### config.mk
export PLATFORM = sky130hd
export DESIGN_NAME = int8_mlp_inference_unit
export DESIGN_NICKNAME = d
export VERILOG_FILES = /design/src/rtl/core/i8mlp_pkg.sv /design/src/rtl/core/int8_mlp_inference_unit.sv
export VERILOG_INCLUDE_DIRS = /design/src /design/src/rtl/core
export SDC_FILE = /design/constraint.sdc
export NUM_CORES = 2
export LEC_CHECK = 0
export ABC_CLOCK_PERIOD_IN_PS = 8400
export BUFFER_PORTS_ARGS = -buffer_cell sky130_fd_sc_hd__buf_4
export CORE_MARGIN = 2
export CORE_UTILIZATION = 45
export CTS_CLUSTER_SIZE = 12
export DETAILED_ROUTE_END_ITERATION = 8
export PLACE_DENSITY_LB_ADDON = 0.05
export SLEW_MARGIN = 25
export SYNTH_ARGS = -nofsm -noshare
export SYNTH_HDL_FRONTEND = slang
export SYNTH_SLANG_ARGS = --single-unit
### constraint.sdc
create_clock -name clk -period 8.4 [get_ports clk]
set_clock_uncertainty 0.15 [all_clocks]
set_input_delay 0.84 -clock clk [delete_from_list [all_inputs] [get_ports clk]]
set_output_delay 0.84 -clock clk [all_outputs]
set_load 0.005 [all_outputs]
### src/rtl/core/int8_mlp_inference_unit_defines.svh
// Assertion macros shared by the int8 MLP inference unit.
// Standalone header, no dependencies; include by bare file name.
`ifndef INT8_MLP_INFERENCE_UNIT_DEFINES_SVH
`define INT8_MLP_INFERENCE_UNIT_DEFINES_SVH

// Same-cycle implication, checked at every rising clock edge outside reset
`define CHK_IMPLY(label, clk, rst, ante, cons, msg) \
  label: assert property (@(posedge clk) disable iff (rst) (ante) |-> (cons)) \
    else $error(msg);

// Next-cycle implication, checked at every rising clock edge outside reset
`define CHK_NEXT(label, clk, rst, ante, cons, msg) \
  label: assert property (@(posedge clk) disable iff (rst) (ante) |=> (cons)) \
    else $error(msg);

`endif

### src/rtl/core/i8mlp_pkg.sv
// Package for the int8 MLP inference unit: sequencer state, microcode
// control word types and the microcode program. No dependencies.
`timescale 1ns / 1ps

package i8mlp_pkg;

  // request kinds carried on tuser
  localparam logic FUNC_WRITE = 1'b0;
  localparam logic FUNC_RUN   = 1'b1;

  localparam int PC_W = 4;

  typedef enum logic [0:0] {
    ST_IDLE,
    ST_RUN
  } seq_state_t;

  // parameter memory read address source
  typedef enum logic [2:0] {
    PA_NONE,
    PA_B1_I,
    PA_W1_I,
    PA_B2_I,
    PA_W2_PTR,
    PA_BO,
    PA_WO_J
  } addr_sel_t;

  // datapath operation, executed in the cycle after issue
  typedef enum logic [2:0] {
    DP_NOP,
    DP_BIAS,
    DP_MAC_X,
    DP_MAC_H1,
    DP_MAC_H2,
    DP_WB_H1,
    DP_WB_H2,
    DP_OUT
  } dp_op_t;

  // counter advance: next = jump taken ? count + 1 : 0
  typedef enum logic [1:0] {
    CNT_NONE,
    CNT_I,
    CNT_J,
    CNT_JW
  } cnt_sel_t;

  // jump condition: taken while the counter is not at its last value
  typedef enum logic [2:0] {
    JC_NONE,
    JC_I1,
    JC_I2,
    JC_J1,
    JC_J2,
    JC_END
  } jump_cond_t;

  typedef struct packed {
    addr_sel_t          addr_sel;
    dp_op_t             dp_op;
    cnt_sel_t           cnt_sel;
    jump_cond_t         cond;
    logic [PC_W-1:0]    target;
  } ucode_t;

  localparam logic [PC_W-1:0] PC_FIRST = 4'd0;
  localparam logic [PC_W-1:0] PC_LAST  = 4'd8;

  // microcode program
  function automatic ucode_t ucode_rom(input logic [PC_W-1:0] pc);
    ucode_t w;
    w = '{PA_NONE, DP_NOP, CNT_NONE, JC_END, PC_FIRST};
    unique case (pc)
      // layer 1: bias, one product, write back, per neuron
      4'd0: w = '{PA_B1_I,   DP_BIAS,   CNT_NONE, JC_NONE, 4'd0};
      4'd1: w = '{PA_W1_I,   DP_MAC_X,  CNT_NONE, JC_NONE, 4'd0};
      4'd2: w = '{PA_NONE,   DP_WB_H1,  CNT_I,    JC_I1,   4'd0};
      // layer 2: bias, HIDDEN_ONE products, write back, per neuron
      4'd3: w = '{PA_B2_I,   DP_BIAS,   CNT_NONE, JC_NONE, 4'd0};
      4'd4: w = '{PA_W2_PTR, DP_MAC_H1, CNT_JW,   JC_J1,   4'd4};
      4'd5: w = '{PA_NONE,   DP_WB_H2,  CNT_I,    JC_I2,   4'd3};
      // output neuron
      4'd6: w = '{PA_BO,     DP_BIAS,   CNT_NONE, JC_NONE, 4'd0};
      4'd7: w = '{PA_WO_J,   DP_MAC_H2, CNT_J,    JC_J2,   4'd7};
      4'd8: w = '{PA_NONE,   DP_OUT,    CNT_NONE, JC_END,  4'd0};
      default: w = '{PA_NONE, DP_NOP, CNT_NONE, JC_END, PC_FIRST};
    endcase
    return w;
  endfunction

endpackage

### src/rtl/core/int8_mlp_inference_unit.sv
// int8 MLP inference unit: parameter memory, microcoded sequencer and a
// single shared multiply-accumulate. Depends on i8mlp_pkg and the defines header.
`timescale 1ns / 1ps
`include "int8_mlp_inference_unit_defines.svh"

// A write request (tuser = 0) stores one signed byte in the parameter memory
// and gives no result. A run request (tuser = 1) pushes x_in through two
// ReLU layers and one saturating output neuron and gives one result (y_out,
// led_level). One 8x8 multiply-accumulate does all work, driven by a
// nine-step microcode program and forming one product per cycle; after a run
// request is taken the input is held off until the last step has been
// issued, so a new request is taken only once the previous run's program is
// through. The result is registered and becomes valid after the last step
// has executed. The last step waits as long as an earlier result is still
// untaken. A finished result waits in the output register while the next
// request is taken. Memory layout: layer-1 weights, layer-1 biases, layer-2
// weights (row per layer-2 neuron), layer-2 biases, output weights, output
// bias. Writes at or beyond the end are dropped.
module int8_mlp_inference_unit #(
  parameter int HIDDEN_ONE = 16,
  parameter int HIDDEN_TWO = 16
) (
  input  logic clk,
  input  logic rst,
  input  logic s_axis_tvalid,
  output logic s_axis_tready,
  // tdata: param_addr, param_value, x_in, zero padding (lowest bit first)
  input  logic [((($clog2(2*HIDDEN_ONE + HIDDEN_ONE*HIDDEN_TWO + 2*HIDDEN_TWO + 1)
                 + 16) + 7) / 8) * 8 - 1:0] s_axis_tdata,
  // tuser: func
  input  logic s_axis_tuser,
  output logic m_axis_tvalid,
  input  logic m_axis_tready,
  // tdata: y_out, led_level (lowest bit first)
  output logic [15:0] m_axis_tdata
);

  // memory map
  localparam int OFS_W1 = 0;
  localparam int OFS_B1 = OFS_W1 + HIDDEN_ONE;
  localparam int OFS_W2 = OFS_B1 + HIDDEN_ONE;
  localparam int OFS_B2 = OFS_W2 + HIDDEN_TWO * HIDDEN_ONE;
  localparam int OFS_WO = OFS_B2 + HIDDEN_TWO;
  localparam int OFS_BO = OFS_WO + HIDDEN_TWO;
  localparam int PARAM_DEPTH = OFS_BO + 1;
  localparam int PADDR_W = $clog2(PARAM_DEPTH);

  localparam int HMAX   = (HIDDEN_ONE > HIDDEN_TWO) ? HIDDEN_ONE : HIDDEN_TWO;
  localparam int CNT_W  = (HMAX > 1) ? $clog2(HMAX) : 1;
  localparam int IDX1_W = (HIDDEN_ONE > 1) ? $clog2(HIDDEN_ONE) : 1;
  localparam int IDX2_W = (HIDDEN_TWO > 1) ? $clog2(HIDDEN_TWO) : 1;
  localparam int W2P_W  = (HIDDEN_ONE * HIDDEN_TWO > 1) ?
                          $clog2(HIDDEN_ONE * HIDDEN_TWO) : 1;
  localparam int ACC_W  = 18 + $clog2(HMAX + 1);
  localparam int Q_W    = ACC_W - 4;

  localparam logic [CNT_W-1:0] I1_LAST = CNT_W'(HIDDEN_ONE - 1);
  localparam logic [CNT_W-1:0] I2_LAST = CNT_W'(HIDDEN_TWO - 1);
  localparam logic signed [Q_W-1:0] Q_MAX = Q_W'(127);
  localparam logic signed [Q_W-1:0] Q_MIN = Q_W'(-128);

  // request fields
  logic [PADDR_W-1:0] param_addr;
  logic signed [7:0]  param_value;
  logic signed [7:0]  x_in;
  logic               in_accept;

  assign param_addr  = s_axis_tdata[PADDR_W-1:0];
  assign param_value = s_axis_tdata[PADDR_W+7:PADDR_W];
  assign x_in        = s_axis_tdata[PADDR_W+15:PADDR_W+8];
  assign in_accept   = s_axis_tvalid && s_axis_tready;

  // sequencer state
  i8mlp_pkg::seq_state_t state, state_next;
  logic [i8mlp_pkg::PC_W-1:0] pc, pc_next;
  logic [CNT_W-1:0] cnt_i, cnt_i_next;
  logic [CNT_W-1:0] cnt_j, cnt_j_next;
  logic [W2P_W-1:0] w2_ptr, w2_ptr_next;
  i8mlp_pkg::ucode_t cw;
  logic issue_en;
  logic stall;
  logic go;
  logic taken;
  logic run_start;

  // delayed datapath control
  i8mlp_pkg::dp_op_t dp_op;
  logic [CNT_W-1:0]  wb_idx;

  // memories
  logic signed [7:0] param_mem [PARAM_DEPTH];
  logic [7:0]        h1_mem [HIDDEN_ONE];
  logic [7:0]        h2_mem [HIDDEN_TWO];
  logic [PADDR_W-1:0] prm_raddr;
  logic signed [7:0]  prm_rdata;
  logic [7:0]         h1_rdata;
  logic [7:0]         h2_rdata;

  // datapath
  logic signed [7:0]       x_reg;
  logic signed [ACC_W-1:0] acc, acc_next;
  logic signed [7:0]       mac_opnd;
  logic signed [15:0]      prod;
  logic signed [ACC_W-1:0] acc_adj;
  logic signed [Q_W-1:0]   quot;
  logic [7:0]              relu_val;
  logic signed [7:0]       y_sat;
  logic [7:0]              y_biased;
  logic [7:0]              led_val;
  logic signed [7:0]       y_out;
  logic [7:0]              led_level;

  assign run_start = in_accept && (s_axis_tuser == i8mlp_pkg::FUNC_RUN);

  // next state
  always_comb begin
    state_next = state;
    unique case (state)
      i8mlp_pkg::ST_IDLE: begin
        if (run_start) state_next = i8mlp_pkg::ST_RUN;
      end
      i8mlp_pkg::ST_RUN: begin
        if (go && cw.cond == i8mlp_pkg::JC_END) state_next = i8mlp_pkg::ST_IDLE;
      end
      default: state_next = i8mlp_pkg::ST_IDLE;
    endcase
  end

  // state outputs
  always_comb begin
    s_axis_tready = 1'b0;
    issue_en      = 1'b0;
    unique case (state)
      i8mlp_pkg::ST_IDLE: s_axis_tready = 1'b1;
      i8mlp_pkg::ST_RUN:  issue_en = 1'b1;
      default: begin
        s_axis_tready = 1'b0;
        issue_en      = 1'b0;
      end
    endcase
  end

  // microcode fetch, stall on a busy output register, jump decision
  always_comb begin
    cw    = i8mlp_pkg::ucode_rom(pc);
    stall = (cw.dp_op == i8mlp_pkg::DP_OUT) && m_axis_tvalid && !m_axis_tready;
    go    = issue_en && !stall;
    unique case (cw.cond)
      i8mlp_pkg::JC_I1: taken = (cnt_i != I1_LAST);
      i8mlp_pkg::JC_I2: taken = (cnt_i != I2_LAST);
      i8mlp_pkg::JC_J1: taken = (cnt_j != I1_LAST);
      i8mlp_pkg::JC_J2: taken = (cnt_j != I2_LAST);
      default:          taken = 1'b0;
    endcase
  end

  // program counter and loop counters
  always_comb begin
    pc_next     = pc;
    cnt_i_next  = cnt_i;
    cnt_j_next  = cnt_j;
    w2_ptr_next = w2_ptr;
    if (run_start) begin
      pc_next     = i8mlp_pkg::PC_FIRST;
      cnt_i_next  = '0;
      cnt_j_next  = '0;
      w2_ptr_next = '0;
    end else if (go) begin
      pc_next = taken ? cw.target : pc + 1'b1;
      case (cw.cnt_sel)
        i8mlp_pkg::CNT_I:  cnt_i_next = taken ? cnt_i + 1'b1 : '0;
        i8mlp_pkg::CNT_J:  cnt_j_next = taken ? cnt_j + 1'b1 : '0;
        i8mlp_pkg::CNT_JW: begin
          cnt_j_next  = taken ? cnt_j + 1'b1 : '0;
          w2_ptr_next = w2_ptr + 1'b1;
        end
        default: ;
      endcase
    end
  end

  // parameter read address
  always_comb begin
    case (cw.addr_sel)
      i8mlp_pkg::PA_B1_I:   prm_raddr = PADDR_W'(OFS_B1) + PADDR_W'(cnt_i);
      i8mlp_pkg::PA_W1_I:   prm_raddr = PADDR_W'(OFS_W1) + PADDR_W'(cnt_i);
      i8mlp_pkg::PA_B2_I:   prm_raddr = PADDR_W'(OFS_B2) + PADDR_W'(cnt_i);
      i8mlp_pkg::PA_W2_PTR: prm_raddr = PADDR_W'(OFS_W2) + PADDR_W'(w2_ptr);
      i8mlp_pkg::PA_BO:     prm_raddr = PADDR_W'(OFS_BO);
      i8mlp_pkg::PA_WO_J:   prm_raddr = PADDR_W'(OFS_WO) + PADDR_W'(cnt_j);
      default:              prm_raddr = '0;
    endcase
  end

  // control registers
  always_ff @(posedge clk) begin
    if (rst) begin
      state         <= i8mlp_pkg::ST_IDLE;
      pc            <= i8mlp_pkg::PC_FIRST;
      cnt_i         <= '0;
      cnt_j         <= '0;
      w2_ptr        <= '0;
      dp_op         <= i8mlp_pkg::DP_NOP;
      m_axis_tvalid <= 1'b0;
    end else begin
      state  <= state_next;
      pc     <= pc_next;
      cnt_i  <= cnt_i_next;
      cnt_j  <= cnt_j_next;
      w2_ptr <= w2_ptr_next;
      dp_op  <= go ? cw.dp_op : i8mlp_pkg::DP_NOP;
      if (dp_op == i8mlp_pkg::DP_OUT) m_axis_tvalid <= 1'b1;
      else if (m_axis_tready)         m_axis_tvalid <= 1'b0;
    end
  end

  // parameter memory: write on a write request, registered read
  always_ff @(posedge clk) begin
    if (in_accept && (s_axis_tuser == i8mlp_pkg::FUNC_WRITE) &&
        ({1'b0, param_addr} < (PADDR_W + 1)'(PARAM_DEPTH))) begin
      param_mem[param_addr] <= param_value;
    end
    prm_rdata <= param_mem[prm_raddr];
  end

  // activation memories, written at the delayed neuron index, read at cnt_j
  always_ff @(posedge clk) begin
    if (dp_op == i8mlp_pkg::DP_WB_H1) h1_mem[wb_idx[IDX1_W-1:0]] <= relu_val;
    if (dp_op == i8mlp_pkg::DP_WB_H2) h2_mem[wb_idx[IDX2_W-1:0]] <= relu_val;
    h1_rdata <= h1_mem[cnt_j[IDX1_W-1:0]];
    h2_rdata <= h2_mem[cnt_j[IDX2_W-1:0]];
  end

  // multiply-accumulate
  always_comb begin
    case (dp_op)
      i8mlp_pkg::DP_MAC_H1: mac_opnd = h1_rdata;
      i8mlp_pkg::DP_MAC_H2: mac_opnd = h2_rdata;
      default:              mac_opnd = x_reg;
    endcase
    prod = prm_rdata * mac_opnd;
    case (dp_op) inside
      i8mlp_pkg::DP_BIAS:   acc_next = {{(ACC_W-12){prm_rdata[7]}}, prm_rdata, 4'b0000};
      i8mlp_pkg::DP_MAC_X,
      i8mlp_pkg::DP_MAC_H1,
      i8mlp_pkg::DP_MAC_H2: acc_next = acc + {{(ACC_W-16){prod[15]}}, prod};
      default:              acc_next = acc;
    endcase
  end

  // divide by 16 toward zero, then ReLU clamp or saturate
  always_comb begin
    acc_adj = acc + {{(ACC_W-4){1'b0}}, {4{acc[ACC_W-1]}}};
    quot    = acc_adj[ACC_W-1:4];
    if (quot < 0)          relu_val = 8'd0;
    else if (quot > Q_MAX) relu_val = 8'd127;
    else                   relu_val = quot[7:0];
    if (quot > Q_MAX)      y_sat = 8'sd127;
    else if (quot < Q_MIN) y_sat = -8'sd128;
    else                   y_sat = quot[7:0];
    // (y+128)*255/256 is y+128-1, floored at zero
    y_biased = {~y_sat[7], y_sat[6:0]};
    led_val  = (y_biased == 8'd0) ? 8'd0 : y_biased - 8'd1;
  end

  // datapath registers
  always_ff @(posedge clk) begin
    if (run_start) x_reg <= x_in;
    acc    <= acc_next;
    wb_idx <= cnt_i;
    if (dp_op == i8mlp_pkg::DP_OUT) begin
      y_out     <= y_sat;
      led_level <= led_val;
    end
  end

  assign m_axis_tdata = {led_level, y_out};

  // checks
  `CHK_NEXT(a_run_starts, clk, rst, run_start,
            (state == i8mlp_pkg::ST_RUN) && (pc == i8mlp_pkg::PC_FIRST),
            "run request did not start the program")
  `CHK_IMPLY(a_out_slot_free, clk, rst, dp_op == i8mlp_pkg::DP_OUT, !m_axis_tvalid,
             "result written over an untaken result")
  `CHK_IMPLY(a_pc_in_program, clk, rst, state == i8mlp_pkg::ST_RUN,
             pc <= i8mlp_pkg::PC_LAST, "program counter beyond program end")
  `CHK_IMPLY(a_idle_no_dp, clk, rst,
             (state == i8mlp_pkg::ST_IDLE) && $past(state == i8mlp_pkg::ST_IDLE),
             dp_op == i8mlp_pkg::DP_NOP, "datapath active while sequencer idle")

endmodule

==> results.tsv <==
metric	value	unit
outcome	finished clean	
worst_ep_required_time	8.86	ns
antenna_found_initial	23	
grtUsageMet1	42.4	%
min_to	m_axis_tvalid	
critPathBufInv	3	
drv_cap	0	
grt_max_degree	177	
synth.cell_area	121000	um^2
synthCells	9006	
combPwrFrac	16.1	%
io_pins	55	
timing.fmax	129	MHz
p_int	25.8	mW
insertion_delay	0.92	ns
largest_reg_flops	2568	
vias	78400	
grt_overflow	0	
p_sw_share	26.4	%
globalRouteMet2Util	45.1	%
total_power	35.1	mW
min_path_cells	4	
dieArea	274000	um^2
yosysTopAreaCell	edfxtp_1	
power.share.clock	38.0	%
grtUsageTotal	29.4	%
path_clk_slew	0.06	ns
worst_hold_slack	0.149	ns
wire_per_inst	31.7	um
h-tree-depth	5	
fin_crit	7.73	ns
synth-seq-area-share	72.0	%
rr_startpoint	dp_op[0]	
routed_wl	408000	um
critPathCaptureType	register	
drt_iter0_drc	10600	
drcViolationCount	0	
syn2layout_area_growth	12.0	%
p_per_area	258	nW/um^2
grt_pass1_wl	574000	um
root_buffer	clkbuf_16	
synth_edf_count	2867	
r2r-end	acc[22]	
io_buffer_count	47	
finalHoldViolations	0	
first_pass_iters	6	
place_congestion	0.890	
grt-busiest-layer	met2	
viasPerCell	6.08	
cp_max_fo	21	
placementRows	190	
p_seq_share	46.0	%
final_core_util	50.7	%
nets	9235	
slew_violations	0	
tritoncts	built	
met3_usage	4.80	%
grt_pass1_vias	73900	
setup_violations	0	
crit_family	adder cells	
peakVddDrop	0.636	mV
ant_nets	0	
largest_register	param_mem	
tightestPinTransition	1.23	ns
netlist_top_cells_area	edfxtp_1, nand2_1, nand3_1	
cts_sinks	2936	
fp.dieW	524	um
die-height	524	um
ys_types	88	
cts-buffers-inserted	321	
async_reset_ff_share	0	%
hold_path.class	input port to register	
critPathLaunchType	register	
net-switching-power	9.26	mW
criticalPathCategory	register to register	
p_leak	47.0	nW
worst_path_largest_cell_delay	0.68	ns
dpl.hpwl	248000	um
yosysTopAreaCellShare	70.9	%
synth-warning-count	0	
syn_avg_cell_area	13.5	um^2
worstHoldStart	m_axis_tready	
setup_tns	0	ns
yosys_most_used_dff	edfxtp_1	
r2r_setup_slack	0.67	ns
max_slew_margin	17.3	%
cp_slowest_cell	dfxtp_1	
drive_above_1_share	9.43	%
initial_utilization	45.3	%
cts_buffer_depth	4	
core-area	268000	um^2
reg2reg_depth	30	
yosys_register_bits	2936	
period_share	92.1	%
cp.arrival	8.20	ns
[power groups by stage]
| stage | logic, mW | clock network, mW | registers [mW] |
|---|---|---|---|
| 6_report | 5.65 | 13.3 | 16.1 |
| 5_1_grt | 6.33 | 14.0 | 16.1 |
| 4_1_cts | 5.61 | 13.5 | 16.1 |
| 3_5_place_dp | 5.57 | 0 | 16.4 |
| 3_3_place_gp | 5.47 | 0 | 16.4 |
| 2_1_floorplan | 4.14 | 0 | 16.4 |
[stage by stage]
stage | setup slack [ns] | cells | instance area, um^2
after global routing | -0.000311 | 12900 | 136000
after floorplan | 1.40 | 9037 | 122000
after CTS | 0.423 | 12900 | 136000
final | 0.666 | 12900 | 136000
after global placement | 0.576 | 12300 | 126000
after detailed placement | 0.434 | 12300 | 126000
[placed cells by master (no fill, tap or decap), drive strengths merged, types with 21 or more instances in the layout]
master  synthesis  final
a221oi         55     55
nor2          473    473
a22oi          39     39
xnor2          35     35
inv           140    158
and2           49     49
nand4          59     59
a21oi         313    313
and3          115    115
ha             66     66
mux2i         272    272
xor2           23     23
buf           403    286
clkbuf        176    421
a32oi         140    140
a211oi         63     63
fa             56     56
edfxtp       2867   2867
nor3           50     50
nand3         659    659
a21o           23     23
mux4           80     80
a311oi         74     74
o21ai          91     91
dfxtp          69     69
o22ai          67     67
clkinv          0    121
a31oi         135    135
o211ai         21     21
conb            1     32
nor4           28     28
nand2        2134   2134
[cells by family after synthesis]
logic type,after synthesis,share of synthesized area [%]
xor+xnor,58,0.418
flops,2936,72.0
fa+ha+maj,122,1.60
mux,358,3.78
buf+inv,719,2.80
simple gates,3647,12.8
other cells,1,0.00309
compound gates,1165,6.62
[synthesized netlist by cell type (23+ instances only)]
master	count
ha_1	66
o21ai_0	90
mux4_2	80
and2_1	49
mux2i_1	272
nand4_1	59
clkbuf_1	176
a21o_1	23
and3_1	115
dfxtp_1	69
fa_1	56
nor3_1	50
buf_2	260
nand2_1	2134
a211oi_1	63
nor4_1	28
nand3_1	659
a31oi_1	135
a311oi_1	74
a221oi_1	55
buf_4	50
a21oi_1	313
buf_1	70
o22ai_1	67
a32oi_1	140
xor2_1	23
nor2_1	471
a22oi_1	36
edfxtp_1	2867
inv_1	139
xnor2_1	35
[layout make-up]
| class | instances | area, um^2 |
|---|---|---|
| fillers | 23100 | 132000 |
| flip-flops and latches | 2936 | 87500 |
| multi-input cells | 5382 | 31100 |
| clock buffers | 421 | 8560 |
| well taps | 3552 | 4440 |
| repair buffers | 295 | 2770 |
| clock inverters | 151 | 1080 |
| inverters | 140 | 526 |
| diodes | 10 | 25.0 |
[tightest hold or removal path: stages]
cell     delay, ns
buf_4         0.08
nor2b_1       0.10
nor2_1        0.11
nor2_1        0.04
[layer usage]
metal,vias up,part of all wire (%)
met5,-,0.025
met3,728,8.0
li1,33700,-
met2,3585,45
met4,16,3.9
met1,40300,43
[worst max path at each step]
stage | startpoint | to | slack, ns | cells after the start
after floorplan | dp_op[2] | acc[22] | 1.40 | 27
after global placement | dp_op[0] | acc[16] | 0.58 | 30
after detailed placement | dp_op[0] | acc[20] | 0.43 | 30
after CTS | dp_op[0] | acc[16] | 0.42 | 30
after global routing | dp_op[0] | acc[20] | -0.0003 | 30
final | dp_op[0] | acc[22] | 0.67 | 30
[timing repair]
action / in CTS / in global routing
hold endpoints to repair: 13 / 0
gates resized for setup: 0 / 6
endpoints found under the setup margin: 0 / 4
hold buffers: 9 / 0
setup buffers: 0 / 0
Power figures use the tool's default switching activity.
